### config.mk
export PLATFORM = sky130hd
export DESIGN_NAME = fixed_block_allocator_flat
export DESIGN_NICKNAME = d
export VERILOG_FILES = /design/src/rtl/fba_pkg.sv /design/src/rtl/fba_req_if.sv /design/src/rtl/fba_rsp_if.sv /design/src/rtl/fba_ctrl.sv /design/src/rtl/fba_datapath.sv /design/src/rtl/fixed_block_allocator.sv /design/src/flat_wrapper.sv
export SDC_FILE = /design/constraint.sdc
export NUM_CORES = 1
export LEC_CHECK = 0
export BUFFER_PORTS_ARGS = -buffer_cell sky130_fd_sc_hd__buf_2
export CORE_MARGIN = 1
export CORE_UTILIZATION = 40
export DETAILED_ROUTE_END_ITERATION = 10
export PLACE_DENSITY = 0.6
export SYNTH_ARGS = -nofsm -noshare
export SYNTH_HDL_FRONTEND = slang
export SYNTH_HIERARCHICAL = 1
export SYNTH_SLANG_ARGS = --single-unit
### constraint.sdc
create_clock -name clk_i -period 6.55 [get_ports clk_i]
set_input_delay 0.3275 -clock clk_i [delete_from_list [all_inputs] [get_ports clk_i]]
set_output_delay 0.3275 -clock clk_i [all_outputs]
set_load 0.03 [all_outputs]
### src/rtl/fba_pkg.sv
package fba_pkg;

  localparam int AddrWidth    = 32;
  localparam int MaxBlocksDef = 64;
  localparam int SizeW        = 17;
  localparam int CountW       = 7;
  localparam int IdxW         = 7;
  localparam int RIdxW        = 6;
  localparam int OffW         = 22;
  localparam int ProdW        = IdxW + SizeW;
  localparam int CfgIdxW      = 2;
  localparam int CfgDataW     = 32;
  localparam int ScanW        = 8;

  localparam logic [SizeW-1:0]     SizeCap       = SizeW'(65536);
  localparam logic [SizeW-1:0]     SizeReset     = SizeW'(64);
  localparam logic [CountW-1:0]    CountReset    = CountW'(64);
  localparam logic [AddrWidth-1:0] BaseReset     = '0;

  // configuration register indexes
  localparam logic [CfgIdxW-1:0] CfgBlockSize  = 2'd0;
  localparam logic [CfgIdxW-1:0] CfgBlockCount = 2'd1;
  localparam logic [CfgIdxW-1:0] CfgBufferBase = 2'd2;

  typedef enum logic [1:0] {
    ActAlloc  = 2'd0,
    ActFree   = 2'd1,
    ActLocate = 2'd2,
    ActFind   = 2'd3
  } action_e;

  typedef enum logic [2:0] {
    StIdle,
    StScan,
    StDivide,
    StMult,
    StFinish
  } state_e;

  typedef struct packed {
    logic start;
    logic scan_step;
    logic div_step;
    logic mul_step;
    logic out_load;
  } fba_cmd_t;

  typedef struct packed {
    logic scan_last;
    logic div_last;
    logic slot_free;
  } fba_stat_t;

endpackage

### src/rtl/fba_req_if.sv
interface fba_req_if;
  logic                           valid;
  logic                           ready;
  logic [1:0]                     action;
  logic [fba_pkg::IdxW-1:0]       block_index;
  logic [fba_pkg::AddrWidth-1:0]  address;

  modport source (output valid, action, block_index, address, input ready);
  modport sink   (input valid, action, block_index, address, output ready);
endinterface

### src/rtl/fba_rsp_if.sv
interface fba_rsp_if;
  logic                           valid;
  logic                           ready;
  logic                           status;
  logic [fba_pkg::RIdxW-1:0]      result_index;
  logic [fba_pkg::OffW-1:0]       byte_offset;
  logic [fba_pkg::AddrWidth-1:0]  block_address;

  modport source (output valid, status, result_index, byte_offset, block_address,
                  input ready);
  modport sink   (input valid, status, result_index, byte_offset, block_address,
                  output ready);
endinterface

### src/rtl/fba_ctrl.sv
module fba_ctrl (
  input  logic              clk_i,
  input  logic              rst_ni,
  input  logic              in_valid_i,
  input  fba_pkg::action_e  in_action_i,
  output logic              in_ready_o,
  input  fba_pkg::fba_stat_t stat_i,
  output fba_pkg::fba_cmd_t  cmd_o
);
  import fba_pkg::*;

  state_e state_q, state_d;

  always_ff @(posedge clk_i or negedge rst_ni) begin
    if (!rst_ni) begin
      state_q <= StIdle;
    end else begin
      state_q <= state_d;
    end
  end

  always_comb begin
    state_d    = state_q;
    cmd_o      = '0;
    in_ready_o = 1'b0;
    case (state_q)
      StIdle: begin
        in_ready_o = 1'b1;
        if (in_valid_i) begin
          cmd_o.start = 1'b1;
          case (in_action_i)
            ActAlloc:  state_d = StScan;
            ActFree:   state_d = StFinish;
            ActLocate: state_d = StMult;
            default:   state_d = StDivide;
          endcase
        end
      end
      StScan: begin
        cmd_o.scan_step = 1'b1;
        if (stat_i.scan_last) state_d = StFinish;
      end
      StDivide: begin
        cmd_o.div_step = 1'b1;
        if (stat_i.div_last) state_d = StFinish;
      end
      StMult: begin
        cmd_o.mul_step = 1'b1;
        state_d        = StFinish;
      end
      StFinish: begin
        if (stat_i.slot_free) begin
          cmd_o.out_load = 1'b1;
          state_d        = StIdle;
        end
      end
      default: state_d = StIdle;
    endcase
  end

  a_cmd_onehot: assert property (@(posedge clk_i) disable iff (!rst_ni)
    $onehot0({cmd_o.start, cmd_o.scan_step, cmd_o.div_step, cmd_o.mul_step, cmd_o.out_load}))
    else $error("more than one datapath command");

  a_load_free: assert property (@(posedge clk_i) disable iff (!rst_ni)
    cmd_o.out_load |-> stat_i.slot_free)
    else $error("result loaded over a pending one");

  a_busy_after_accept: assert property (@(posedge clk_i) disable iff (!rst_ni)
    (in_valid_i && in_ready_o) |=> (state_q != StIdle))
    else $error("accepted transaction left no work");

  a_finish_to_idle: assert property (@(posedge clk_i) disable iff (!rst_ni)
    cmd_o.out_load |=> in_ready_o)
    else $error("not ready after result load");

endmodule

### src/rtl/fba_datapath.sv
module fba_datapath #(
  parameter int MAX_BLOCKS = fba_pkg::MaxBlocksDef
) (
  input  logic                             clk_i,
  input  logic                             rst_ni,
  input  logic                             cfg_we_i,
  input  logic [fba_pkg::CfgIdxW-1:0]      cfg_index_i,
  input  logic [fba_pkg::CfgDataW-1:0]     cfg_data_i,
  input  fba_pkg::action_e                 in_action_i,
  input  logic [fba_pkg::IdxW-1:0]         in_index_i,
  input  logic [fba_pkg::AddrWidth-1:0]    in_address_i,
  input  logic                             out_ready_i,
  output logic                             out_valid_o,
  output logic                             out_status_o,
  output logic [fba_pkg::RIdxW-1:0]        out_index_o,
  output logic [fba_pkg::OffW-1:0]         out_offset_o,
  output logic [fba_pkg::AddrWidth-1:0]    out_address_o,
  input  fba_pkg::fba_cmd_t                cmd_i,
  output fba_pkg::fba_stat_t               stat_o
);
  import fba_pkg::*;

  localparam int Groups   = (MAX_BLOCKS + ScanW - 1) / ScanW;
  localparam int PadW     = Groups * ScanW;
  localparam int GrpW     = (Groups > 1) ? $clog2(Groups) : 1;
  localparam int LaneW    = $clog2(ScanW);
  localparam int SlotW    = GrpW + LaneW;
  localparam int DivSteps = AddrWidth / 2;
  localparam int StepW    = $clog2(DivSteps);
  localparam int RemW     = SizeW + 1;

  // configuration
  logic [SizeW-1:0]     size_q;
  logic [CountW-1:0]    count_q;
  logic [AddrWidth-1:0] base_q;

  always_ff @(posedge clk_i or negedge rst_ni) begin
    if (!rst_ni) begin
      size_q  <= SizeReset;
      count_q <= CountReset;
      base_q  <= BaseReset;
    end else if (cfg_we_i) begin
      case (cfg_index_i)
        CfgBlockSize:  size_q  <= cfg_data_i[SizeW-1:0];
        CfgBlockCount: count_q <= cfg_data_i[CountW-1:0];
        CfgBufferBase: base_q  <= cfg_data_i[AddrWidth-1:0];
        default: ;
      endcase
    end
  end

  logic [SizeW-1:0]  asize;
  logic [CountW-1:0] acount;
  assign asize  = (size_q > SizeCap) ? SizeCap : size_q;
  assign acount = (32'(count_q) > MAX_BLOCKS) ? CountW'(MAX_BLOCKS) : count_q;

  // captured item
  action_e           act_q;
  logic [IdxW-1:0]   idx_q;

  always_ff @(posedge clk_i) begin
    if (cmd_i.start) begin
      act_q <= in_action_i;
      idx_q <= in_index_i;
    end
  end

  // used bitmap, padding lanes read as used
  logic [MAX_BLOCKS-1:0] used_q;
  logic [PadW-1:0]       used_pad;

  for (genvar j = 0; j < PadW; j++) begin : g_pad
    if (j < MAX_BLOCKS) begin : g_real
      assign used_pad[j] = used_q[j];
    end else begin : g_fill
      assign used_pad[j] = 1'b1;
    end
  end

  // allocate scan, one group of lanes a cycle
  logic [GrpW-1:0]  grp_q;
  logic             found_q;
  logic [SlotW-1:0] found_idx_q;
  logic [ScanW-1:0] grp_used, grp_free;
  logic [LaneW-1:0] pick;
  logic             hit;

  assign grp_used = used_pad[{grp_q, {LaneW{1'b0}}} +: ScanW];

  always_comb begin
    pick = '0;
    for (int k = 0; k < ScanW; k++) begin
      grp_free[k] = !grp_used[k] && (32'({grp_q, LaneW'(k)}) < 32'(acount));
    end
    for (int k = ScanW - 1; k >= 0; k--) begin
      if (grp_free[k]) pick = LaneW'(k);
    end
  end
  assign hit = |grp_free;

  assign stat_o.scan_last = hit || (32'(grp_q) == Groups - 1) ||
                            ((32'(grp_q) + 1) * ScanW >= 32'(acount));

  always_ff @(posedge clk_i) begin
    if (cmd_i.start) begin
      grp_q   <= '0;
      found_q <= 1'b0;
    end else if (cmd_i.scan_step) begin
      grp_q <= grp_q + 1'b1;
      if (hit) begin
        found_q     <= 1'b1;
        found_idx_q <= {grp_q, pick};
      end
    end
  end

  // find: restoring division, two quotient bits a cycle
  logic [RemW-1:0]      rem_q;
  logic [AddrWidth-1:0] dq_q;
  logic [StepW-1:0]     step_q;
  logic                 div_ok_q;
  logic [RemW-1:0]      dsr, t1, r1, t2, r2;
  logic                 ge1, ge2;

  assign dsr = RemW'(asize);

  always_comb begin
    t1  = {rem_q[RemW-2:0], dq_q[AddrWidth-1]};
    ge1 = (t1 >= dsr);
    r1  = ge1 ? (t1 - dsr) : t1;
    t2  = {r1[RemW-2:0], dq_q[AddrWidth-2]};
    ge2 = (t2 >= dsr);
    r2  = ge2 ? (t2 - dsr) : t2;
  end

  assign stat_o.div_last = (step_q == StepW'(DivSteps - 1));

  always_ff @(posedge clk_i) begin
    if (cmd_i.start) begin
      rem_q    <= '0;
      dq_q     <= in_address_i - base_q;
      step_q   <= '0;
      div_ok_q <= (asize != '0) && (in_address_i >= base_q);
    end else if (cmd_i.div_step) begin
      rem_q  <= r2;
      dq_q   <= {dq_q[AddrWidth-3:0], ge1, ge2};
      step_q <= step_q + 1'b1;
    end
  end

  // locate product
  logic [ProdW-1:0] prod_q;

  always_ff @(posedge clk_i) begin
    if (cmd_i.mul_step) begin
      prod_q <= ProdW'(idx_q) * ProdW'(asize);
    end
  end

  // result selection
  logic idx_ok, find_ok;
  assign idx_ok  = (idx_q < acount);
  assign find_ok = div_ok_q && (dq_q < AddrWidth'(acount));

  logic                 res_status;
  logic [RIdxW-1:0]     res_index;
  logic [OffW-1:0]      res_offset;
  logic [AddrWidth-1:0] res_address;

  always_comb begin
    res_status  = 1'b1;
    res_index   = '0;
    res_offset  = '0;
    res_address = '0;
    case (act_q)
      ActAlloc: begin
        res_status = !found_q;
        if (found_q) res_index = RIdxW'(found_idx_q);
      end
      ActFree: res_status = !idx_ok;
      ActLocate: begin
        if (idx_ok) begin
          res_status  = 1'b0;
          res_index   = RIdxW'(idx_q);
          res_offset  = prod_q[OffW-1:0];
          res_address = base_q + AddrWidth'(prod_q);
        end
      end
      default: begin
        if (find_ok) begin
          res_status = 1'b0;
          res_index  = RIdxW'(dq_q);
        end
      end
    endcase
  end

  // bitmap update commits with the result
  always_ff @(posedge clk_i or negedge rst_ni) begin
    if (!rst_ni) begin
      used_q <= '0;
    end else if (cmd_i.out_load) begin
      for (int j = 0; j < MAX_BLOCKS; j++) begin
        if (act_q == ActAlloc && found_q && 32'(found_idx_q) == j) used_q[j] <= 1'b1;
        if (act_q == ActFree && idx_ok && 32'(idx_q) == j) used_q[j] <= 1'b0;
      end
    end
  end

  // output register
  logic                 out_valid_q;
  logic                 out_status_q;
  logic [RIdxW-1:0]     out_index_q;
  logic [OffW-1:0]      out_offset_q;
  logic [AddrWidth-1:0] out_address_q;

  always_ff @(posedge clk_i or negedge rst_ni) begin
    if (!rst_ni) begin
      out_valid_q <= 1'b0;
    end else if (cmd_i.out_load) begin
      out_valid_q <= 1'b1;
    end else if (out_ready_i) begin
      out_valid_q <= 1'b0;
    end
  end

  always_ff @(posedge clk_i) begin
    if (cmd_i.out_load) begin
      out_status_q  <= res_status;
      out_index_q   <= res_index;
      out_offset_q  <= res_offset;
      out_address_q <= res_address;
    end
  end

  assign stat_o.slot_free = !out_valid_q || out_ready_i;
  assign out_valid_o      = out_valid_q;
  assign out_status_o     = out_status_q;
  assign out_index_o      = out_index_q;
  assign out_offset_o     = out_offset_q;
  assign out_address_o    = out_address_q;

  a_fail_zero_index: assert property (@(posedge clk_i) disable iff (!rst_ni)
    (out_valid_q && out_status_q) |-> (out_index_q == '0))
    else $error("failed result carries an index");

  a_load_sets_valid: assert property (@(posedge clk_i) disable iff (!rst_ni)
    cmd_i.out_load |=> out_valid_q)
    else $error("result register not marked valid");

  a_alloc_marks: assert property (@(posedge clk_i) disable iff (!rst_ni)
    (cmd_i.out_load && act_q == ActAlloc && found_q) |=> !$stable(used_q))
    else $error("allocation left the bitmap unchanged");

endmodule

### src/rtl/fixed_block_allocator.sv
// channel   dir  payload                                               handshake
// req_i     in   action, block_index, address                          valid/ready
// rsp_o     out  status, result_index, byte_offset, block_address      valid/ready
// cfg       in   cfg_index_i, cfg_data_i                               cfg_we_i, no wait
//
// one transaction at a time: free goes straight to the finish state, locate passes the
// multiplier stage, allocate scans the bitmap eight blocks a cycle until a free block or
// the end of the pool, find runs the radix-4 divider, 16 steps for a 32-bit dividend; ready
// again the cycle after the result is loaded into the output register
// reset clears the used bitmap at once and loads the register defaults
// a stalled result holds in the output register while the next request is taken;
// work only stalls when a new result finds the output register still full
module fixed_block_allocator #(
  parameter int MAX_BLOCKS = fba_pkg::MaxBlocksDef
) (
  input  logic                          clk_i,
  input  logic                          rst_ni,
  fba_req_if.sink                       req_i,
  fba_rsp_if.source                     rsp_o,
  input  logic                          cfg_we_i,
  input  logic [fba_pkg::CfgIdxW-1:0]   cfg_index_i,
  input  logic [fba_pkg::CfgDataW-1:0]  cfg_data_i
);
  import fba_pkg::*;

  // command and status between controller and datapath
  fba_cmd_t  cmd;
  fba_stat_t stat;

  fba_ctrl u_ctrl (
    .clk_i       (clk_i),
    .rst_ni      (rst_ni),
    .in_valid_i  (req_i.valid),
    .in_action_i (action_e'(req_i.action)),
    .in_ready_o  (req_i.ready),
    .stat_i      (stat),
    .cmd_o       (cmd)
  );

  // datapath holds config, bitmap, scan, divider, multiplier and result register
  fba_datapath #(
    .MAX_BLOCKS (MAX_BLOCKS)
  ) u_datapath (
    .clk_i         (clk_i),
    .rst_ni        (rst_ni),
    .cfg_we_i      (cfg_we_i),
    .cfg_index_i   (cfg_index_i),
    .cfg_data_i    (cfg_data_i),
    .in_action_i   (action_e'(req_i.action)),
    .in_index_i    (req_i.block_index),
    .in_address_i  (req_i.address),
    .out_ready_i   (rsp_o.ready),
    .out_valid_o   (rsp_o.valid),
    .out_status_o  (rsp_o.status),
    .out_index_o   (rsp_o.result_index),
    .out_offset_o  (rsp_o.byte_offset),
    .out_address_o (rsp_o.block_address),
    .cmd_i         (cmd),
    .stat_o        (stat)
  );

endmodule

### src/flat_wrapper.sv
// flat-port wrapper written by rule: the top's interface ports become plain ports
module fixed_block_allocator_flat import fba_pkg::*;
#(
  parameter int MAX_BLOCKS = fba_pkg::MaxBlocksDef
)
  (clk_i, rst_ni, cfg_we_i, cfg_index_i, cfg_data_i, req_i_valid, req_i_action, req_i_block_index, req_i_address, req_i_ready, rsp_o_valid, rsp_o_status, rsp_o_result_index, rsp_o_byte_offset, rsp_o_block_address, rsp_o_ready);
  fba_req_if req_i_i ();
  fba_rsp_if rsp_o_i ();
  input  logic clk_i;
  input  logic rst_ni;
  input  logic cfg_we_i;
  input  logic [fba_pkg::CfgIdxW-1:0] cfg_index_i;
  input  logic [fba_pkg::CfgDataW-1:0] cfg_data_i;
  input wire logic [$bits(req_i_i.valid)-1:0] req_i_valid;
  input wire logic [$bits(req_i_i.action)-1:0] req_i_action;
  input wire logic [$bits(req_i_i.block_index)-1:0] req_i_block_index;
  input wire logic [$bits(req_i_i.address)-1:0] req_i_address;
  output wire logic [$bits(req_i_i.ready)-1:0] req_i_ready;
  output wire logic [$bits(rsp_o_i.valid)-1:0] rsp_o_valid;
  output wire logic [$bits(rsp_o_i.status)-1:0] rsp_o_status;
  output wire logic [$bits(rsp_o_i.result_index)-1:0] rsp_o_result_index;
  output wire logic [$bits(rsp_o_i.byte_offset)-1:0] rsp_o_byte_offset;
  output wire logic [$bits(rsp_o_i.block_address)-1:0] rsp_o_block_address;
  input wire logic [$bits(rsp_o_i.ready)-1:0] rsp_o_ready;
  assign req_i_i.valid = req_i_valid;
  assign req_i_i.action = req_i_action;
  assign req_i_i.block_index = req_i_block_index;
  assign req_i_i.address = req_i_address;
  assign req_i_ready = req_i_i.ready;
  assign rsp_o_valid = rsp_o_i.valid;
  assign rsp_o_status = rsp_o_i.status;
  assign rsp_o_result_index = rsp_o_i.result_index;
  assign rsp_o_byte_offset = rsp_o_i.byte_offset;
  assign rsp_o_block_address = rsp_o_i.block_address;
  assign rsp_o_i.ready = rsp_o_ready;
  fixed_block_allocator #(.MAX_BLOCKS(MAX_BLOCKS)) u_core (.clk_i(clk_i), .rst_ni(rst_ni), .req_i(req_i_i), .rsp_o(rsp_o_i), .cfg_we_i(cfg_we_i), .cfg_index_i(cfg_index_i), .cfg_data_i(cfg_data_i));
endmodule
==> qor.txt <==
=====================================================================================
Library cell with the largest summed area after synthesis                    edfxtp_1
Outcome                                                                     completed
Final hold vios                                                                     0
I/O Buffers                                                                       142
Critical path's most frequent cell                                               fa_1
Final estimated routing congestion in global placement                          0.945
Number of max-cap violations                                                        0
Setup TNS                                                                        0 ps
Setup repair bufs after CTS                                                         0
Net switching component of the power                                          5.17 mW
Power density over the cells                                               493 mW/mm²
Synth area leaders                                                       edfxtp_1 19%, dfrtp_1 15%, ha_1 9.5%
FILL cells                                                                       4869
Footprint of the flip-flops and latches                                   0.00760 mm²
Share of post-route cells with drive strength above 1                           0.166
Required time at the worst-slack endpoint                                     6850 ps
Transition time at the pin with the least slew margin                         1190 ps
Critical Path Sink Type                                                          flop
Number of buffers inserted during clock tree synthesis                             35
Delay-heaviest family, CP                                                 adder cells
Area share of xor/xnor cells in the synthesized design                         0.0398
Core region area                                                           0.0515 mm²
Floorplan row count                                                                83
Layout Skew                                                                   19.7 ps
Final count of pins violating max slew                                              0
Headroom to the max-slew limit                                                  0.198
Number of ports placed on the die boundary                                        143
Max FO, Critical Path                                                               5
Via count                                                                       17000
Leftover overflow at the end of global routing                                      0
Root buffer selected by CTS                                                 clkbuf_16
Post-synthesis instance area                                               0.0209 mm²
Total leakage power                                                           10.8 nW
Most frequent cell after synthesis                                            a21oi_1
Number of distinct library cells after synthesis                                   84
Synth Area in Compound Gates                                                    0.149
Internal power                                                                6.57 mW
Area growth from synthesis to final layout                                      14.1%
Worst hold-check path type                                               primary input to flop
Post-DR vias/cell                                                                5.68
Dpl ws                                                                         214 ps
Final net count                                                                  2598
Endpoint arrival time on the critical path                                    6460 ps
Delay contributed by the slowest stage of the critical path                    550 ps
Critical Path, Cell by Cell                                              nor4_2, nand4_1, nand2_1, and2_1, buf_4, nand2_1, fa_1, fa_1, inv_1, fa_1, fa_1, ha_1, nor4_1, o21ai_0, a32o_1, o41a_1, o2111ai_1, nand2_1, a21oi_1, xnor2_1
Register bit total from synthesis                                                 282
Avg Cell Area, Syn                                                           9.79 µm²
First-pass GRT wire length                                                    91.3 mm
Type of the worst setup path                                             flop to flop
Total iterations of the first detailed-routing run                                  5
Sw Ratio                                                                        0.440
Area of the die                                                            0.0532 mm²
Routed length per instance                                                    19.2 µm
Proportion of power drawn by the clock network                                  0.166
Sinks on the clock net                                                            282
Net count after synthesis                                                        2452
Fraction of registers with async set or reset after synthesis                   0.440
Buffering stage count on the worst path with inverters included                     2
Clock Tree Buf Depth                                                                3
Highest clock rate                                                          0.162 GHz
Yosys warning count                                                                 6
Effective utilization at floorplan                                              0.406
Pin count of the biggest net entering global routing                               70
EDFF count, synth                                                                 133
Smallest hold slack                                                           15.7 ps
Number of DRC markers in iteration 0                                             1341
Top cell types by occurrence after synthesis                             220 x a21oi_1, 163 x inv_1, 159 x ha_1, 143 x nor2_1, 133 x edfxtp_1
CP max-delay cell                                                                fa_1
Fraction of the mapped netlist area in simple logic gates                       0.154
Multiplexer share of the synthesized area                                      0.0754
Combinational family with the most area after synthesis                   adder cells
Diode count                                                                         0
Worst-case vdd ir drop                                                     0.000325 V
Fraction of synthesized cell area taken by the top area cell type               0.191
Most instantiated flip-flop cell in the synthesis netlist                    edfxtp_1
Half-perimeter wire length of the detailed placement result                   43.2 mm
DRC errors left                                                                     0
GR Util All Layers                                                              0.216
Period minus WS final                                                         6160 ps
Number of endpoints failing setup at the final stage                                0
Antenna violations before repair                                                    0
Die outline width                                                              231 µm
Power after layout                                                            11.7 mW
End-of-flow core utilization                                                    0.463
Sequential group share of total power                                           0.241
Mapped Cells                                                                     2135
Sequential element share of the synthesized area                                0.364
Final worst setup slack                                                        390 ps
Die Y-Extent                                                                   231 µm
Part of the total power dissipated in combinational logic                       0.593
Number of antenna-violating nets in the routed design                               0
Final critical-path share of the clock period                                   0.940
Clock-pin slew of the registers on the worst-case setup and hold paths          60 ps
Critical Path Start Type                                                         flop
Clock tree from TritonCTS                                                        done
Synth Area in Adders                                                            0.170
Maximum level of the CTS H-tree                                                     2
Area used by multi-input combinational logic                               0.0124 mm²
Number of global-route vias before repair                                       16900
Clock latency reported for the late side of the worst-skew pair                560 ps
Drt total wl                                                                  57.2 mm
=====================================================================================
==> cell families after synthesis <==
family	count (synthesis)
muxes	126
and+or+nand+nor	638
xor gates and xnor gates	95
adders and majority gates	237
AOI/OAI and AO/OA	497
buffers and inverters	260
DFF	282
==> cells in the final DEF, fill, tap and decap left out, types with 31 or more instances in the layout <==
cell type    n
a21o_1      42
a21oi_1    220
and2_1      46
and3_1      82
buf_2      141
buf_4       45
clkbuf_16   35
dfrtp_1    122
edfxtp_1   133
fa_1        78
ha_1       159
inv_1      163
mux2_2      91
nand2_1    128
nand2b_1    33
nand3_1     63
nor2_1     143
nor3_1      51
o21ai_0     69
xnor2_1     64
xor2_1      31
==> metal layers <==
layer,vias up,track usage,wire [µm]
met2,597,0.354,26700
met4,0,0.0652,1390
li1,7941,-,-
met5,-,0,0
met3,92,0.0326,3680
met1,8346,0.295,25500
==> flip-flops by register name (all words and copies together), names as in the netlist, 2 cells and up <==
| name | count |
|---|---|
| u_core/u_datapath/used_pad | 64 |
| u_core/u_datapath/base_q | 32 |
| u_core/u_datapath/dq_q | 32 |
| u_core/u_datapath/out_address_o | 32 |
| u_core/u_datapath/prod_q | 24 |
| u_core/u_datapath/out_offset_o | 22 |
| u_core/u_datapath/rem_q | 17 |
| u_core/u_datapath/size_q | 17 |
| u_core/u_datapath/count_q | 7 |
| u_core/u_datapath/idx_q | 7 |
| u_core/u_datapath/found_idx_q | 6 |
| u_core/u_datapath/out_index_o | 6 |
| u_core/u_datapath/step_q | 4 |
| u_core/u_ctrl/state_q | 3 |
| u_core/u_datapath/grp_q | 3 |
| u_core/u_datapath/act_q | 2 |
==> power by group through the flow <==
stage          clock, mW  combinational (mW)  sequential (mW)
2_1_floorplan          0                5.16             2.91
3_3_place_gp           0                6.75             2.85
3_5_place_dp           0                6.85             2.86
4_1_cts             1.99                6.92             2.83
5_1_grt             2.06                7.79             2.88
6_report            1.95                6.97             2.83
==> final timing paths <==
| kind | start | end | slack, ps | depth (start not counted) |
|---|---|---|---|---|
| worst max-delay path | u_core/u_datapath/size_q[15]$_DFFE_PN0P_ | u_core/u_datapath/prod_q[23]$_DFFE_PP_ | 390 | 20 |
| worst min-delay path | req_i_block_index[6] | u_core/u_datapath/idx_q[6]$_DFFE_PP_ | 20 | 1 |
| worst max register to register | u_core/u_datapath/size_q[15]$_DFFE_PN0P_ | u_core/u_datapath/prod_q[23]$_DFFE_PP_ | 390 | 20 |
| worst min register to register | u_core/u_datapath/found_q$_SDFFE_PP0P_ | u_core/u_datapath/found_q$_SDFFE_PP0P_ | 480 | 2 |
| max in group asynchronous | rst_ni | u_core/u_datapath/used_pad[37]$_DFFE_PN0P_ | 4680 | 3 |
| min in group asynchronous | rst_ni | u_core/u_datapath/base_q[31]$_DFFE_PN0P_ | 390 | 2 |
==> stage by stage <==
step           std cells  cell area (µm²)
2_1_floorplan       2135            20900
3_3_place_gp        2906            22500
3_5_place_dp        2906            22500
4_1_cts             2988            23800
5_1_grt             2988            23800
6_report            2988            23800
==> cell type report <==
type / count / share of cell area
timing repair buffer: 206 / 0.0530
sequential: 282 / 0.319
clock buffer: 45 / 0.0408
tap: 680 / 0.0357
inverter: 163 / 0.0257
multi-input combinational: 1593 / 0.518
clock inverter: 19 / 0.00797
==> timing repair <==
| item | 4_1_cts | 5_1_grt |
|---|---|---|
| endpoints found under the hold margin | 71 | 0 |
| hold buffers | 18 | 0 |
| endpoints found under the setup margin | 0 | 23 |
| gates resized for setup | 0 | 4 |
Power figures use the tool's default switching activity.
